**src/rtl/core/lsb_first_bit_stream_packer_defines.svh**
```systemverilog
// ---------------------------------------------------------------------------
// lsb_first_bit_stream_packer_defines.svh
// Assertion macros for the bit stream packer. Each macro uses the clock and
// reset of the module that expands it.
// ---------------------------------------------------------------------------
`ifndef LSB_FIRST_BIT_STREAM_PACKER_DEFINES_SVH
`define LSB_FIRST_BIT_STREAM_PACKER_DEFINES_SVH

// Same-cycle implication, checked outside reset.
`define LBSP_ASSERT_SAME(label, ante, cons, msg) \
   label: assert property (@(posedge clock) disable iff (reset) (ante) |-> (cons)) \
      else $error(msg);

// Next-cycle implication, checked outside reset.
`define LBSP_ASSERT_NEXT(label, ante, cons, msg) \
   label: assert property (@(posedge clock) disable iff (reset) (ante) |=> (cons)) \
      else $error(msg);

`endif

```
**src/rtl/core/lbsp_pkg.sv**
```systemverilog
// ---------------------------------------------------------------------------
// lbsp_pkg
// Shared types and constants of the LSB-first bit stream packer.
// ---------------------------------------------------------------------------
package lbsp_pkg;

   // Field widths
   localparam int VALUE_W  = 32;
   localparam int COUNT_W  = 6;
   localparam int LIMIT_W  = 13;
   localparam int OFFSET_W = 12;
   localparam int BYTE_W   = 8;
   localparam int BITPOS_W = 3;
   localparam int IDX_W    = 3;
   localparam int ACC_W    = VALUE_W + BYTE_W;
   localparam int MAX_FULL = 4;

   localparam int REQ_DATA_W = 40;
   localparam int RSP_DATA_W = 24;

   localparam int DEFAULT_BUFFER_BYTES = 4096;
   localparam logic [LIMIT_W-1:0] MAX_BYTES_RESET = 13'd4096;
   localparam logic [COUNT_W-1:0] COUNT_SAT = 6'd32;

   // Item kind carried on the request tuser
   typedef enum logic {
      MODE_APPEND = 1'b0,
      MODE_RESET  = 1'b1
   } mode_type;

   // Fill position and sticky flag
   typedef struct packed {
      logic [BYTE_W-1:0]   partial;
      logic [BITPOS_W-1:0] bit_pos;
      logic [LIMIT_W-1:0]  byte_pos;
      logic                ovf;
   } state_type;

   // Everything the output side needs to play back one item's results
   typedef struct packed {
      logic [MAX_FULL-1:0][BYTE_W-1:0] bytes;
      logic [OFFSET_W-1:0]             base_off;
      logic [IDX_W-1:0]                n_full;
      logic                            old_ovf;
      logic [BYTE_W-1:0]               snap_byte;
      logic [BITPOS_W-1:0]             snap_held;
      logic                            snap_ovf;
   } job_type;

endpackage

```
**src/rtl/core/lbsp_merge.sv**
```systemverilog
// ---------------------------------------------------------------------------
// lbsp_merge
// Merges one item into the fill state: shifts the new bits above the held
// bits, splits off full bytes within the limit, and forms the next state.
// ---------------------------------------------------------------------------
module lbsp_merge (
   input  lbsp_pkg::mode_type                  mode,
   input  logic [lbsp_pkg::VALUE_W-1:0]        value,
   input  logic [lbsp_pkg::COUNT_W-1:0]        bit_count,
   input  lbsp_pkg::state_type                 cur,
   input  logic [lbsp_pkg::LIMIT_W-1:0]        limit,
   output lbsp_pkg::state_type                 nxt,
   output lbsp_pkg::job_type                   job
);
   import lbsp_pkg::*;

   logic [COUNT_W-1:0]  count_sat;
   logic [VALUE_W-1:0]  val_mask;
   logic [ACC_W-1:0]    acc;
   logic [COUNT_W-1:0]  total;
   logic [IDX_W-1:0]    full;
   logic [LIMIT_W-1:0]  room;
   logic [IDX_W-1:0]    emit_n;
   logic [BYTE_W-1:0]   rem_byte;
   logic [BYTE_W-1:0]   rem_mask;

   // Saturate count and mask off unused value bits
   assign count_sat = (bit_count > COUNT_SAT) ? COUNT_SAT : bit_count;
   assign val_mask  = (count_sat == COUNT_SAT) ? '1 : ~('1 << count_sat[4:0]);

   // Held bits stay below, new bits go on top
   assign acc   = ({{BYTE_W{1'b0}}, value & val_mask} << cur.bit_pos)
                | {{VALUE_W{1'b0}}, cur.partial};
   assign total = {{(COUNT_W-BITPOS_W){1'b0}}, cur.bit_pos} + count_sat;
   assign full  = total[COUNT_W-1:BITPOS_W];

   // Bytes that still fit below the limit
   assign room   = (cur.byte_pos < limit) ? (limit - cur.byte_pos) : '0;
   assign emit_n = (room < {{(LIMIT_W-IDX_W){1'b0}}, full}) ? room[IDX_W-1:0] : full;

   // Leftover bits after the full bytes
   always_comb begin
      case (full)
         3'd0:    rem_byte = acc[7:0];
         3'd1:    rem_byte = acc[15:8];
         3'd2:    rem_byte = acc[23:16];
         3'd3:    rem_byte = acc[31:24];
         3'd4:    rem_byte = acc[39:32];
         default: rem_byte = '0;
      endcase
   end
   assign rem_mask = ~(8'hFF << total[BITPOS_W-1:0]);

   // Next state and playback description
   always_comb begin
      for (int k = 0; k < MAX_FULL; k++) begin
         job.bytes[k] = acc[k*BYTE_W +: BYTE_W];
      end
      job.old_ovf  = cur.ovf;
      if (mode == MODE_RESET) begin
         nxt           = '0;
         job.base_off  = '0;
         job.n_full    = '0;
         job.snap_byte = '0;
         job.snap_held = '0;
         job.snap_ovf  = 1'b0;
      end else begin
         nxt.partial   = rem_byte & rem_mask;
         nxt.bit_pos   = total[BITPOS_W-1:0];
         nxt.byte_pos  = cur.byte_pos + {{(LIMIT_W-IDX_W){1'b0}}, emit_n};
         nxt.ovf       = cur.ovf | (emit_n != full);
         job.base_off  = cur.byte_pos[OFFSET_W-1:0];
         job.n_full    = emit_n;
         job.snap_byte = rem_byte & rem_mask;
         job.snap_held = total[BITPOS_W-1:0];
         job.snap_ovf  = cur.ovf | (emit_n != full);
      end
   end

endmodule

```
**src/rtl/core/lbsp_drain.sv**
```systemverilog
// ---------------------------------------------------------------------------
// lbsp_drain
// Result buffer: holds one item's results and hands them out one word per
// cycle while rsp_tready is high, full bytes first, then the partial byte snapshot.
// ---------------------------------------------------------------------------
module lbsp_drain (
   input  logic                                 clock,
   input  logic                                 reset,
   input  logic                                 load,
   input  lbsp_pkg::job_type                    job_in,
   output logic                                 free,
   output logic                                 rsp_tvalid,
   input  logic                                 rsp_tready,
   output logic [lbsp_pkg::RSP_DATA_W-1:0]      rsp_tdata,  // byte_value, byte_offset,
                                                            // bits_held, overflow
   output logic                                 rsp_tuser,  // complete
   output logic                                 rsp_tlast   // last
);
   import lbsp_pkg::*;

   job_type            job_ff;
   logic               busy_ff, busy_in;
   logic [IDX_W-1:0]   idx_ff, idx_in;
   logic               is_snap;
   logic               take;
   logic [BYTE_W-1:0]  out_byte;
   logic [OFFSET_W-1:0] out_off;

   assign is_snap = (idx_ff == job_ff.n_full);
   assign take    = busy_ff && rsp_tready;
   assign free    = !busy_ff || (take && is_snap);

   // Control next values
   always_comb begin
      busy_in = busy_ff;
      idx_in  = idx_ff;
      if (load) begin
         busy_in = 1'b1;
         idx_in  = '0;
      end else if (take) begin
         if (is_snap) begin
            busy_in = 1'b0;
         end else begin
            idx_in = idx_ff + 3'd1;
         end
      end
   end

   always_ff @(posedge clock) begin
      if (reset) begin
         busy_ff <= 1'b0;
         idx_ff  <= '0;
      end else begin
         busy_ff <= busy_in;
         idx_ff  <= idx_in;
      end
   end

   // Payload
   always_ff @(posedge clock) begin
      if (load) begin
         job_ff <= job_in;
      end
   end

   // Current word; offset of word k is base plus k
   assign out_byte = is_snap ? job_ff.snap_byte : job_ff.bytes[idx_ff[1:0]];
   assign out_off  = job_ff.base_off + {{(OFFSET_W-IDX_W){1'b0}}, idx_ff};

   assign rsp_tvalid = busy_ff;
   assign rsp_tdata  = {is_snap ? job_ff.snap_ovf : job_ff.old_ovf,
                        is_snap ? job_ff.snap_held : 3'd0,
                        out_off, out_byte};
   assign rsp_tuser  = !is_snap;
   assign rsp_tlast  = is_snap;

endmodule

```
**src/rtl/core/lsb_first_bit_stream_packer.sv**
```systemverilog
// ---------------------------------------------------------------------------
// lsb_first_bit_stream_packer
// Packs 0 to 32 bit values LSB first into a byte stream with a byte limit
// and a sticky overflow flag.
//
//   Channel  Dir  Moves
//   req_*    in   one item: mode on tuser, value and bit_count on tdata
//   rsp_*    out  one byte result; complete on tuser, tlast on final word
//   csr_*    in   max_bytes write, no read-back
//
// An item gives 1 plus the full bytes it emits as results, so 1 to 5; the
// result port hands them out one word per cycle while rsp_tready is high.
// Results start the cycle after the item leaves the input register.
// The input register takes a new item while results are still draining.
// Synchronous active-high reset clears all control state and sets the
// limit back to 4096.
// ---------------------------------------------------------------------------
module lsb_first_bit_stream_packer #(
   parameter int BUFFER_BYTES = lbsp_pkg::DEFAULT_BUFFER_BYTES
) (
   input  logic                                 clock,
   input  logic                                 reset,
   input  logic                                 req_tvalid,
   output logic                                 req_tready,
   input  logic [lbsp_pkg::REQ_DATA_W-1:0]      req_tdata,  // value, bit_count
   input  logic                                 req_tuser,  // mode
   output logic                                 rsp_tvalid,
   input  logic                                 rsp_tready,
   output logic [lbsp_pkg::RSP_DATA_W-1:0]      rsp_tdata,  // byte_value, byte_offset,
                                                            // bits_held, overflow
   output logic                                 rsp_tuser,  // complete
   output logic                                 rsp_tlast,  // last
   input  logic                                 csr_wr_en,
   input  logic [lbsp_pkg::LIMIT_W-1:0]         csr_wr_data // max_bytes
);
   import lbsp_pkg::*;

`include "lsb_first_bit_stream_packer_defines.svh"

   // Buffer size clipped to what the limit register can express
   localparam int MaxLimit = (1 << LIMIT_W) - 1;
   localparam int BufCap   = (BUFFER_BYTES > MaxLimit) ? MaxLimit : BUFFER_BYTES;
   localparam logic [LIMIT_W-1:0] BufCapW = LIMIT_W'(BufCap);

   logic [LIMIT_W-1:0]  max_bytes_ff;
   logic [LIMIT_W-1:0]  limit;
   logic                in_valid_ff, in_valid_in;
   mode_type            in_mode_ff;
   logic [VALUE_W-1:0]  in_value_ff;
   logic [COUNT_W-1:0]  in_count_ff;
   state_type           state_ff, state_in;
   job_type             job;
   logic                free;
   logic                load;
   logic                req_take;

   // Limit register
   always_ff @(posedge clock) begin
      if (reset) begin
         max_bytes_ff <= MAX_BYTES_RESET;
      end else if (csr_wr_en) begin
         max_bytes_ff <= csr_wr_data;
      end
   end
   assign limit = (max_bytes_ff > BufCapW) ? BufCapW : max_bytes_ff;

   // Input register
   assign load        = in_valid_ff && free;
   assign req_tready  = !in_valid_ff || free;
   assign req_take    = req_tvalid && req_tready;
   assign in_valid_in = req_take || (in_valid_ff && !load);

   always_ff @(posedge clock) begin
      if (reset) begin
         in_valid_ff <= 1'b0;
      end else begin
         in_valid_ff <= in_valid_in;
      end
   end

   always_ff @(posedge clock) begin
      if (req_take) begin
         in_mode_ff  <= mode_type'(req_tuser);
         in_value_ff <= req_tdata[VALUE_W-1:0];
         in_count_ff <= req_tdata[VALUE_W +: COUNT_W];
      end
   end

   // Merge logic
   lbsp_merge u_merge (
      .mode      (in_mode_ff),
      .value     (in_value_ff),
      .bit_count (in_count_ff),
      .cur       (state_ff),
      .limit     (limit),
      .nxt       (state_in),
      .job       (job)
   );

   // Fill state, updated as an item moves into the result buffer
   always_ff @(posedge clock) begin
      if (reset) begin
         state_ff <= '0;
      end else if (load) begin
         state_ff <= state_in;
      end
   end

   // Result buffer
   lbsp_drain u_drain (
      .clock      (clock),
      .reset      (reset),
      .load       (load),
      .job_in     (job),
      .free       (free),
      .rsp_tvalid (rsp_tvalid),
      .rsp_tready (rsp_tready),
      .rsp_tdata  (rsp_tdata),
      .rsp_tuser  (rsp_tuser),
      .rsp_tlast  (rsp_tlast)
   );

   // Checks
   `LBSP_ASSERT_SAME(a_last_is_snapshot, rsp_tvalid, rsp_tlast == !rsp_tuser,
                     "last must mark the snapshot only")
   `LBSP_ASSERT_SAME(a_snapshot_matches_state, rsp_tvalid && rsp_tlast,
                     (rsp_tdata[22:20] == state_ff.bit_pos) &&
                     (rsp_tdata[7:0] == state_ff.partial) &&
                     (rsp_tdata[23] == state_ff.ovf),
                     "snapshot differs from fill state")
   `LBSP_ASSERT_NEXT(a_overflow_sticky,
                     state_ff.ovf && !(load && (in_mode_ff == MODE_RESET)), state_ff.ovf,
                     "overflow cleared without reset item")
   `LBSP_ASSERT_SAME(a_no_overwrite, req_take && in_valid_ff, load,
                     "input register overwritten while full")

endmodule

```
**config.mk**
```make
export PLATFORM = sky130hd
export DESIGN_NAME = lsb_first_bit_stream_packer
export DESIGN_NICKNAME = d
export VERILOG_FILES = /design/src/rtl/core/lbsp_pkg.sv /design/src/rtl/core/lbsp_merge.sv /design/src/rtl/core/lbsp_drain.sv /design/src/rtl/core/lsb_first_bit_stream_packer.sv
export VERILOG_INCLUDE_DIRS = /design/src /design/src/rtl/core
export SDC_FILE = /design/constraint.sdc
export NUM_CORES = 1
export LEC_CHECK = 0
export BUFFER_PORTS_ARGS = -buffer_cell sky130_fd_sc_hd__buf_2
export CELL_PAD_IN_SITES_DETAIL_PLACEMENT = 1
export CELL_PAD_IN_SITES_GLOBAL_PLACEMENT = 1
export CORE_MARGIN = 4
export CORE_UTILIZATION = 25
export CTS_CLUSTER_DIAMETER = 40
export CTS_CLUSTER_SIZE = 12
export DETAILED_ROUTE_END_ITERATION = 16
export GPL_ROUTABILITY_DRIVEN = 0
export PLACE_DENSITY_LB_ADDON = 0.1
export SYNTH_ARGS = -nofsm -noshare
export SYNTH_HDL_FRONTEND = slang
export SYNTH_HIERARCHICAL = 1
export SYNTH_SLANG_ARGS = --single-unit
```
**constraint.sdc**
```tcl
create_clock -name clock -period 8.9 [get_ports clock]
set_input_delay 1.78 -clock clock [delete_from_list [all_inputs] [get_ports clock]]
set_output_delay 1.78 -clock clock [all_outputs]
set_load 0.02 [all_outputs]
```
---- Yosys cells after proc, flatten, opt, wreduce, memory -nomap -nowiden ----
Cells that the tools add are included.
storage, ports and cells
  flip-flop bits (word level) ............. 142
  bits in latches ......................... 0
  bits in writable memories ............... 0
  ROM bits ................................ 0
  input bits .............................. 59
  output and inout port bits .............. 28
  word-level logic and storage cells ...... 81
  memories kept ........................... 0
operators by class
  add/sub/neg operators ................... 5
  $mul .................................... 0
  div/mod/pow operators ................... 0
  order comparisons ....................... 5
  eq/ne operators ......................... 7
  shift operators ......................... 3
  multiplexer cells ....................... 15
  bitwise gates (word level) .............. 7
  reduce and logical (&&, ||, !) cells .... 18
operators with widths
  cell                                                 count
  bitwise OR 40 x 8 -> 40 bit                          1
  case mux 8 bit (5 select lines)                      1
  left shift 32 x 3 -> 40 bit                          1
  bitwise AND 32 bit                                   1
  two-way mux 32 bit                                   1
  inverter 32 bit                                      1
  left shift 32 x 5 -> 32 bit, first input constant    1
  two-way mux 13 bit                                   2
  two-way mux 25 bit                                   1
  binary-select mux 8 bit (select 2 bit)               1
  two-way mux 8 bit                                    2
  adder 13 x 3 -> 13 bit                               1
  > comparator 13 bit, second input constant           1
  less-than comparator 13 bit                          1
  less-than comparator 13 x 3 -> 1 bit                 1
  subtractor 13 bit                                    1
  adder 12 x 3 -> 12 bit                               1
  bitwise AND 8 bit                                    1
  inverter 8 bit                                       1
  left shift 8 x 3 -> 8 bit, first input constant      1
  adder 3 x 6 -> 6 bit                                 1
  equality test 3 x 2 -> 1 bit, second input constant  2
  equality test 6 bit, second input constant           1
  > comparator 6 bit, second input constant            1
  other kinds (18)                                     33

---- Depth between registers and ports, before layout ----
  word-level depth ........................ 11
  gate-level depth with buffers ........... 28
  mapped depth without buffers ............ 26

---- Hierarchy ----
Netlist, hierarchy kept.
by module, submodules not included
  module                       instances  cells each  area each (µm²)  seq. area each (µm²)
  lbsp_merge                   1          578         3683.5           0.0
  lsb_first_bit_stream_packer  1          216         2981.6           1951.9
  lbsp_drain                   1          165         2640.0           1881.8

---- Worst setup path after synthesis ----
No wires, ideal clock.
  path kind ............................... reg2reg
  start ................................... reg in_count_ff[5]
  end ..................................... reg state_ff[10] (netlist name)
  setup time .............................. 0.125 ns
  arrival time ............................ 4.906 ns
  required time ........................... 8.775 ns
  path slack .............................. 3.869 ns
  stages on the path, launching flop included .. 28
  buffers on the path ..................... 4
  clock period less this slack ............ 5.031 ns
  cell sequence ........................... edfxtp_1 -> buf_6 -> buf_2 -> buf_1 -> nor2b_1 -> ha_1 -> a21oi_1 -> a21oi_1 -> or2_2 -> clkbuf_1 -> inv_1 -> ha_1 -> nand2_1 -> o22ai_1 -> nor4_4 -> nand4_2 -> o41a_1 -> o21ai_1 -> nand2_1 -> ha_1 -> a21o_1 -> a21oi_1 -> or3_1 -> nor3_1 -> xnor2_1 -> nor2_1 -> nand3_1 -> a21oi_2
RTL lines
  element                 line                                text
  from (decl)             lsb_first_bit_stream_packer.sv:50   logic [COUNT_W-1:0] in_count_ff;
  from (signal assigned)  lsb_first_bit_stream_packer.sv:85   in_count_ff <= req_tdata[VALUE_W +: COUNT_W];
  to (signal assigned)    lsb_first_bit_stream_packer.sv:105  state_ff <= state_in;
  to (decl)               lsb_first_bit_stream_packer.sv:51   state_type state_ff, state_in;

==> summary.txt <==
Status
  – Status: completed

Clock network
  – H-tree Lvls: 4
  – Root buffer cell: clkbuf_16
  – # clock sinks: 142
  – CTS Hold Buffers Added: 0
  – Post-CTS setup buffer count: 0
  – Cts repair resizes: 0
  – CTS tree: built
  – CTS Buffer Depth: 2
  – CTS buffer count: 17
  – Worst-path clk slew: 0.07 ns
  – Clk Latency, worst-skew pair: 0.44 ns

Die
  – Die X-Extent: 201 µm
  – Initial core utilization: 25.4%
  – Rows: 70
  – Core area: 0.0367 mm²
  – Die area: 0.0404 mm²
  – Height of the die: 201 µm
  – # IOs: 87

Drt
  – Iter 0 DRT Violations: 369
  – First-pass iteration count of the detailed router: 4
  – DR vias/cell: 4.88
  – Final wirelength: 29500 µm
  – DR WL met3: 896 µm
  – Wire length on met2: 11700 µm
  – Top routing layer in use: met4
  – DRT antenna net count: 0
  – WL/cell: 20.0 µm
  – Wire length on met1: 16600 µm
  – # DRC: 0
  – DR vias: 7201

Pwr
  – P_sw: 0.000548 W
  – Clock power frac: 40.9%
  – Logic gate share of total power: 16.3%
  – Leakage: 3.98 nW
  – Switching Share: 30.5%
  – PwrDens: 171 mW/mm²
  – Pint: 0.00125 W
  – Sequential share of power: 42.8%
  – Worst VDD drop: 0.170 mV

Timing
  – Final TNS setup: 0 ns
  – Unrepaired setup endpoints after global routing: no
  – Worst slew pin tran: 0.974 ns
  – Period utilization: 65.9%
  – Final Hold Fails: 0
  – F_max: 171 MHz
  – Relative slew slack: 35.0%
  – Worst Skew: 0.00934 ns
  – Max-slew violations: 0
  – Minimum clock period: 5.86 ns
  – Final Setup Violations: 0

Synthesis
  – Synth cell types: 89
  – Largest family of logic cells by synthesized area: compound AO/OA/AOI/OAI gates
  – Synth Area in Simple Gates: 16.7%
  – Dominant cells by area after synthesis: edfxtp_1 (32%), dfxtp_1 (9.3%), mux2i_1 (4.3%)
  – Ys flop type: edfxtp_1
  – Fraction of synthesized area in multiplexers: 8.34%
  – Avg Inst Size Synth: 9.70 µm²
  – Xor/xnor cell area share of the yosys netlist: 2.81%
  – Yosys top cell area share: 31.9%
  – Post-Synth Adder-Cell Area: 4.22%
  – Post-synthesis cell area: 0.00931 mm²
  – Compound-Gate Fraction of Synth Area: 20.2%
  – Count leader, synth: edfxtp_1
  – YS warnings: 6
  – Seq cells post-synth: 142
  – Cells after Synth: 959
  – Async set or reset register ratio after synthesis: 0%
  – Synth area leader: edfxtp_1
  – Number of flops mapped to enable cells by yosys: 99
  – Commonest cells in the synthesized netlist: edfxtp_1 (99), nand2_1 (89), nor2_1 (88)
  – Register area share after synthesis: 41.2%

Hold path
  – Worst Hold Class: register to register
  – Hold path cells: 2
  – Worst hold start: max_bytes_ff[5]
  – Hold Path Sink: max_bytes_ff[5]

Final layout
  – Multi-input gate area: 0.00488 mm²
  – Final core occ: 28.7%
  – Antenna cells: 0
  – Synth-to-Final Area Change: 13.4%
  – Register area: 0.00383 mm²
  – Nets: 1084
  – Fill count: 4172
  – Share of cells above drive strength 1: 19.3%

Critical path
  – Worst r2r path cells: 25
  – Worst reg2reg startpoint: max_bytes_ff[12]
  – CP required: 9.20 ns
  – Critical R2R Capture: state_ff[13]
  – Critical Path Fanout Max: 14
  – CP arrival: 6.16 ns
  – R2r setup slk: 3.04 ns
  – CP startpoint kind: register
  – CP Class: register to register
  – Type of element capturing the critical path: register

Place
  – I/O Buffers: 84
  – DP HPWL: 21600 µm

GRT
  – Largest net degree at the start of global routing: 56
  – First-pass GRT wire length: 46600 µm
  – Initial antenna violation count: 0
  – GRT Resource Usage Total: 14.6%
  – Final global-route overflow total: 0
  – Number of global-route vias before repair: 7351

Job
  – Max-cap violations: 0
logic make-up (layout without fill, tap and decap cells):
kind of cell | count (synthesis) | count (layout)
flops | 142 | 142
xor+xnor | 29 | 29
mux | 59 | 59
fa+ha+maj | 29 | 29
buf+inv | 118 | 167
simple gates | 320 | 320
other cells | 1 | 2
compound gates | 261 | 261
metrics by stage:
step | hold WS, ns | power, W | setup slack, ns | area (µm²) | std cells
floorplan | 0.452 | 0.000987 | 3.87 | 9310 | 960
global placement | 0.467 | 0.00108 | 2.98 | 9960 | 1445
detailed placement | 0.477 | 0.00108 | 3.02 | 9960 | 1445
CTS | 0.495 | 0.00183 | 2.99 | 10500 | 1477
global route | 0.517 | 0.00190 | 2.50 | 10500 | 1477
finish | 0.490 | 0.00180 | 3.04 | 10500 | 1477
metal layers:
layer / track usage (%) / up-vias
met5: 0 / -
met4: 3.74 / 0
met3: 2.39 / 14
met2: 19.6 / 95
met1: 23.8 / 3526
li1: - / 3566
how the worst max path moves through the flow:
| stage | from | end | cells past startpoint |
|---|---|---|---|
| 2_1_floorplan | in_count_ff[5] | state_ff[10] | 27 |
| 3_3_place_gp | max_bytes_ff[12] | state_ff[12] | 24 |
| 3_5_place_dp | max_bytes_ff[12] | state_ff[12] | 24 |
| 4_1_cts | max_bytes_ff[12] | state_ff[12] | 24 |
| 5_1_grt | max_bytes_ff[12] | state_ff[12] | 24 |
| 6_report | max_bytes_ff[12] | state_ff[13] | 25 |
flip-flops by register name, indices dropped and copies added, names as in the netlist:
name                flops
in_count_ff             6
in_mode_ff              1
in_valid_ff             1
in_value_ff            32
max_bytes_ff           13
state_ff               25
u_drain/idx_ff          3
u_drain/job_ff         60
u_drain/rsp_tvalid      1
worst max-delay path: stages (launching register included):
cell and delay [ns]:
dfxtp_1 0.61, and2b_1 0.26, ha_1 0.45, o21ai_1 0.20, a221oi_1 0.39, o211ai_1 0.19, a21o_1 0.20, nor2_1 0.22
ha_1 0.31, nand2_1 0.12, o22ai_1 0.11, nor4_4 0.24, nand4_2 0.19, o41ai_4 0.34, nand2_2 0.15, mux2i_1 0.14
ha_1 0.26, fa_1 0.42, a21o_1 0.20, nand2_1 0.13, nor2_1 0.11, nand4_1 0.12, xnor2_1 0.12, nor2_1 0.05
nand3_1 0.09, a21oi_2 0.06
power by group through the flow:
| stage | registers [W] | logic [W] | clock network (W) |
|---|---|---|---|
| 2_1_floorplan | 0.000771 | 0.000216 | 0 |
| 3_3_place_gp | 0.000784 | 0.000295 | 0 |
| 3_5_place_dp | 0.000785 | 0.000296 | 0 |
| 4_1_cts | 0.000770 | 0.000297 | 0.000768 |
| 5_1_grt | 0.000774 | 0.000326 | 0.000799 |
| 6_report | 0.000769 | 0.000294 | 0.000736 |
layout make-up:
class / count / share of cell area [%]
repair buffers: 96 / 4.84
flip-flops and latches: 142 / 36.3
clock inverters: 15 / 1.54
clock buffers: 17 / 4.03
inverters: 39 / 1.39
multi-input cells: 700 / 46.3
well taps: 468 / 5.55
cell usage in the layout, fill, tap and decap left out, types with 36 or more instances in the layout:
cell type and count:
buf_2 84, nand3_1 43, nor2_1 88, nand2_1 89, mux2i_1 40, inv_1 36
edfxtp_1 99, o21ai_0 36, dfxtp_1 43, a21oi_1 52
Note: power is estimated with default switching activity, not from simulation.
